**config.mk**
```make
export PLATFORM = sky130hd
export DESIGN_NAME = ipv4hc_verdict
export DESIGN_NICKNAME = d
export VERILOG_FILES = /design/src/ipv4hc_pkg.sv /design/src/ipv4hc_verdict.sv
export SDC_FILE = /design/constraint.sdc
export NUM_CORES = 1
export LEC_CHECK = 0
export ABC_CLOCK_PERIOD_IN_PS = 3700
export BUFFER_PORTS_ARGS = -buffer_cell sky130_fd_sc_hd__buf_4
export CAP_MARGIN = 20
export CORE_ASPECT_RATIO = 2
export CORE_MARGIN = 3
export CORE_UTILIZATION = 39
export DETAILED_ROUTE_END_ITERATION = 8
export PLACE_DENSITY_LB_ADDON = 0.3
export SLEW_MARGIN = 20
export SYNTH_ARGS = -nofsm -noshare
export SYNTH_HDL_FRONTEND = slang
export SYNTH_SLANG_ARGS = --single-unit
```
**constraint.sdc**
```tcl
create_clock -name vclk -period 3.7
set_input_delay 0.37 -clock vclk [all_inputs]
set_output_delay 0.37 -clock vclk [all_outputs]
set_load 0.1 [all_outputs]
```
**src/ipv4hc_pkg.sv**
```systemverilog
// ----------------------------------------------------------------------------
// ipv4hc_pkg
// Shared constants, status codes and types of the IPv4 header checker.
// ----------------------------------------------------------------------------
package ipv4hc_pkg;

  // Default width of the packet length counter.
  localparam int LENGTH_BITS_DEFAULT = 16;

  // Verdict codes, in the order of their numeric values.
  typedef logic [2:0] status_t;
  localparam status_t STATUS_OK        = 3'd0;
  localparam status_t STATUS_VERSION   = 3'd1;
  localparam status_t STATUS_HDR_LEN   = 3'd2;
  localparam status_t STATUS_TTL       = 3'd3;
  localparam status_t STATUS_CHECKSUM  = 3'd4;
  localparam status_t STATUS_DEST      = 3'd5;
  localparam status_t STATUS_TRUNCATED = 3'd6;

  // Header layout and protocol constants.
  localparam logic [3:0]  IP_VERSION       = 4'd4;
  localparam logic [5:0]  MIN_HDR_BYTES    = 6'd20;
  localparam int          TTL_POS          = 8;
  localparam int          DEST_FIRST_POS   = 16;
  localparam int          DEST_LAST_POS    = 19;
  localparam logic [15:0] CHECKSUM_GOOD    = 16'hFFFF;
  localparam logic [31:0] BROADCAST_ADDR   = 32'hFFFF_FFFF;

  // One result item.
  typedef struct packed {
    status_t     status;
    logic [5:0]  header_bytes;
    logic [15:0] payload_bytes;
  } verdict_t;

endpackage

```
**src/ipv4hc_verdict.sv**
```systemverilog
// ----------------------------------------------------------------------------
// ipv4hc_verdict
// Folds the header sum and ranks the header checks into one verdict.
// ----------------------------------------------------------------------------
module ipv4hc_verdict #(
  parameter int LENGTH_BITS = ipv4hc_pkg::LENGTH_BITS_DEFAULT
) (
  input  logic [3:0]             version_field,
  input  logic [5:0]             header_bytes,
  input  logic [LENGTH_BITS-1:0] total_bytes,
  input  logic [7:0]             time_to_live,
  input  logic [20:0]            running_sum,
  input  logic [31:0]            destination_address,
  input  logic [31:0]            local_address,
  output ipv4hc_pkg::verdict_t   verdict
);

  logic [16:0]            fold1;
  logic [16:0]            fold2;
  logic                   sum_good;
  logic                   dest_good;
  logic [LENGTH_BITS-1:0] hdr_wide;
  logic [LENGTH_BITS-1:0] payload_wide;

  // Two end-around folds bring the 21-bit sum into 16 bits.
  assign fold1     = 17'(running_sum[20:16]) + 17'(running_sum[15:0]);
  assign fold2     = 17'(fold1[16]) + 17'(fold1[15:0]);
  assign sum_good  = (fold2 == 17'(ipv4hc_pkg::CHECKSUM_GOOD));
  assign dest_good = (destination_address == ipv4hc_pkg::BROADCAST_ADDR) ||
                     (destination_address == local_address);

  assign hdr_wide     = LENGTH_BITS'(header_bytes);
  assign payload_wide = total_bytes - hdr_wide;

  always_comb begin
    verdict.header_bytes  = header_bytes;
    verdict.payload_bytes = '0;
    if (version_field != ipv4hc_pkg::IP_VERSION) begin
      verdict.status = ipv4hc_pkg::STATUS_VERSION;
    end else if (header_bytes < ipv4hc_pkg::MIN_HDR_BYTES) begin
      verdict.status = ipv4hc_pkg::STATUS_HDR_LEN;
    end else if (total_bytes < hdr_wide) begin
      verdict.status = ipv4hc_pkg::STATUS_TRUNCATED;
    end else if (time_to_live == 8'd0) begin
      verdict.status = ipv4hc_pkg::STATUS_TTL;
    end else if (!sum_good) begin
      verdict.status = ipv4hc_pkg::STATUS_CHECKSUM;
    end else if (!dest_good) begin
      verdict.status = ipv4hc_pkg::STATUS_DEST;
    end else begin
      verdict.status        = ipv4hc_pkg::STATUS_OK;
      verdict.payload_bytes = 16'(payload_wide);
    end
  end

endmodule
```
# After elaboration in Yosys (flattened, before gate mapping)
# Cells that the tools add are included.
# word_totals
register_bits	0
ramBits	0
word_cells	23
n_memories	0
input_bits	119
latchBits	0
output_inout_bits	25
mem_bits_ro	0
# classes
eq_ne	4
bitwise	0
n_mux	12
n_lt_le_gt_ge	2
mul	0
n_reduce_logical	2
n_addsub	3
n_div	0
shift	0
# ops
op	n
$mux W16	6
$eq A32 B32 Y1	1
$eq A32 B32 Y1 const B	1
$mux W3	6
$add A1 B16 Y17	1
$add A5 B16 Y17	1
$eq A17 B16 Y1 const B	1
$lt A16 B6 Y1	1
$sub A16 B6 Y16	1
$logic_not A8 Y1	1
$lt A6 B5 Y1 const B	1
$ne A4 B3 Y1 const B	1
$logic_or A1 B1 Y1	1

# Longest topological paths before layout
# depth
ltp_word	8
ltp_mapped	17
mapped_depth_nobuf	16

# Worst setup path before layout
# No wires, ideal clock.
# synth_timing
path_kind	in2out
startpoint	input running_sum[0]
endpoint	output verdict[4] in the netlist's numbering
setup_slack_ps	-2995
path_stages	16
n_path_buf	0
t_required_ps	3330
arrival_time_ps	6325
path_cell_list	ha_1 -> inv_1 -> fa_1 -> nand2b_1 -> a21bo_2 -> a21oi_1 -> and4_1 -> ha_1 -> ha_1 -> xor2_1 -> nand3_1 -> nor3b_1 -> o2111ai_1 -> nor4_4 -> nand4_4 -> nor4_1
# synth_lines
item	line	source
start, declared	ipv4hc_verdict.sv:12	input logic [20:0] running_sum,
end, declared	ipv4hc_verdict.sv:15	output ipv4hc_pkg::verdict_t verdict

==> flow_summary.json <==
{
  "crit_path_start_kind": "input port",
  "cap_violations": 0,
  "fin_nets": 593,
  "routedWlPerCell_um": 17.7,
  "avgSynthCellArea_um2": 7.40,
  "fin_ws_ns": -0.522,
  "cp.arrival_ns": 3.85,
  "final_cell_mix": "160 x buf_4, 40 x xnor2_1, 19 x nand4_1",
  "yosysUniqueCellTypes": 62,
  "cts_hold_buf": 0,
  "area_growth_pct": 87.6,
  "pin_count": 144,
  "dr.pass1.iters": 4,
  "core_area_um2": 5180,
  "grt_pass1_vias": 3190,
  "required_ns": 3.33,
  "multi_input_area_um2": 2220,
  "rsz0062_at_grt": "yes",
  "status": "finished with violations",
  "finalWirelength_mm": 9.11,
  "place_hpwl_mm": 7.45,
  "p_leak_uw": 0.00175,
  "pre_cts_slack_ns": -0.599,
  "placed_area_um2": 3710,
  "start_util_pct": 40.8,
  "cp-end-kind": "primary output",
  "die_h_um": 110,
  "fin_crit_sh_pct": 114,
  "worstHoldPathCells": 2,
  "nClkBuffers": 0,
  "postRouteAntennaNets": 0,
  "min_path_type": "input port to primary output",
  "final_common_cell": "buf_4",
  "drive_gt1_share_pct": 49.7,
  "max_freq_ghz": 0.237,
  "core.rowCount": 37,
  "finalSetupViolations": 18,
  "period_needed_ns": 4.22,
  "violations": "negative setup slack",
  "worst_pin_slew_ns": 0.657,
  "hold_viol": 0,
  "grt_pass1_wl_mm": 13.9,
  "hold_end": "verdict[18]",
  "path_class": "input port to primary output",
  "synth_nets": 420,
  "ys_seq_area_share_pct": 0,
  "ir_worst_vdd_mv": 0.120,
  "grt_max_degree": 17,
  "fillers": 373,
  "track_usage_pct": 27.1,
  "port_buffers": 144,
  "fin_area_um2": 3970,
  "initialDrtViolationCount": 122,
  "place_congestion": 0.929,
  "drc_errors": 0,
  "power_density_nw_per_um2": 112,
  "finalMaxSlewViolations": 0,
  "die_w_um": 58.1,
  "yosysWarnings": 0,
  "flops_and_latches": 0,
  "dr_total_vias": 3031,
  "min_from": "header_bytes[2]",
  "fin_util_pct": 76.5,
  "relSlewSlack_pct": 55.6,
  "syn_inst": 286,
  "grt-ovfl-total": 0,
  "avgViaCountPerCell": 5.89,
  "whs_ns": 1.08,
  "seq_area_um2": 0,
  "antenna-diode-count": 0,
  "syn_area_um2": 2120,
  "cp_max_fo": 5,
  "dieArea_um2": 6400,
  "antenna_found_initial": 0
}
-- per-stage QoR --
stage               total power, uW  setup TNS [ns]  instances
finish                          446           -8.35        515
global route                    475          -10.91        515
CTS                             436           -7.03        514
detailed placement              429           -9.85        512
global placement                419           -8.17        512
floorplan                       232          -13.41        286
-- cells in the mapped netlist, drive strengths merged, types with 2 or more instances --
library cell,number,area (um2)
a2111oi,2,36.3
a211o,2,17.5
a211oi,3,22.5
a21boi,3,26.3
a21o,3,22.5
a21oi,11,55.1
a22oi,3,22.5
a31o,4,35.0
a31oi,5,37.5
and2,2,12.5
and3,7,43.8
and4,2,17.5
and4b,2,20.0
buf,12,81.3
fa,2,40.0
ha,13,163
inv,16,60.1
nand2,13,48.8
nand2b,2,12.5
nand3,9,45.0
nand4,20,140
nor2,13,48.8
nor2b,7,43.8
nor3,20,150
nor3b,8,60.1
nor4,10,77.6
nor4b,3,32.5
o2111ai,3,26.3
o21a,4,30.0
o21ai,10,50.1
o2bb2ai,2,23.8
or4,4,33.8
or4b,2,23.8
xnor2,40,350
xor2,9,78.8
-- power by group --
group | switching [uW] | internal, uW | leakage, uW
Sequential | 0 | 0 | 0
Combinational | 226 | 219 | 0.00175
Clock | 0 | 0 | 0
Total | 226 | 219 | 0.00175
-- logic make-up (layout without fill, tap and decap cells) --
kind of cell	count (synthesis)	count (layout)	synth area share [%]
AND/OR/NAND/NOR	126	126	39.1
AO/OA/AOI/OAI	66	66	23.7
XOR/XNOR	49	49	20.3
buffers and inverters	29	200	6.86
adder cells (fa/ha/maj)	15	15	9.58
multiplexers	1	1	0.473
-- per-layer routing --
metal / up-vias / GRT usage (%) / wire [um]
met5: - / 0 / 0
met3: 28 / 2.45 / 432
li1: 1440 / - / -
met1: 1437 / 24.4 / 2890
met2: 126 / 57.6 / 5410
met4: 0 / 10.8 / 370
-- area by class of cell --
class,count,share of cell area [%]
inverter,16,1.51
multi-input combinational,257,56.0
timing repair buffer,184,40.7
tap,58,1.83
-- critical path, stage by stage --
cell and delay, ns:
buf_6 0.08, ha_4 0.13, inv_2 0.03, fa_2 0.33, nand2b_4 0.16, a21bo_4 0.23, a21oi_4 0.12, and4_1 0.20
ha_2 0.20, ha_4 0.14, xor2_1 0.17, nand3_1 0.12, nor3b_2 0.22, o2111ai_2 0.16, nor4_4 0.34, nand4_4 0.25
nor4b_4 0.34, buf_6 0.26
-- worst max path at each step --
stage / from / endpoint / slack (ns) / depth (start not counted)
after floorplan: running_sum[0] / verdict[5] / -0.98 / 16
after global placement: running_sum[0] / verdict[12] / -0.50 / 19
after detailed placement: running_sum[0] / verdict[11] / -0.60 / 19
after CTS: running_sum[0] / verdict[3] / -0.44 / 19
after global routing: running_sum[0] / verdict[8] / -0.66 / 19
final: running_sum[0] / verdict[5] / -0.52 / 18
-- timing repair --
item,in CTS,in global routing
cloned,0,0
pin swaps,11,0
setup endpoints to repair,18,18
resized for setup,56,0
setup buffers,2,1
(Power assumes the default switching activity.)
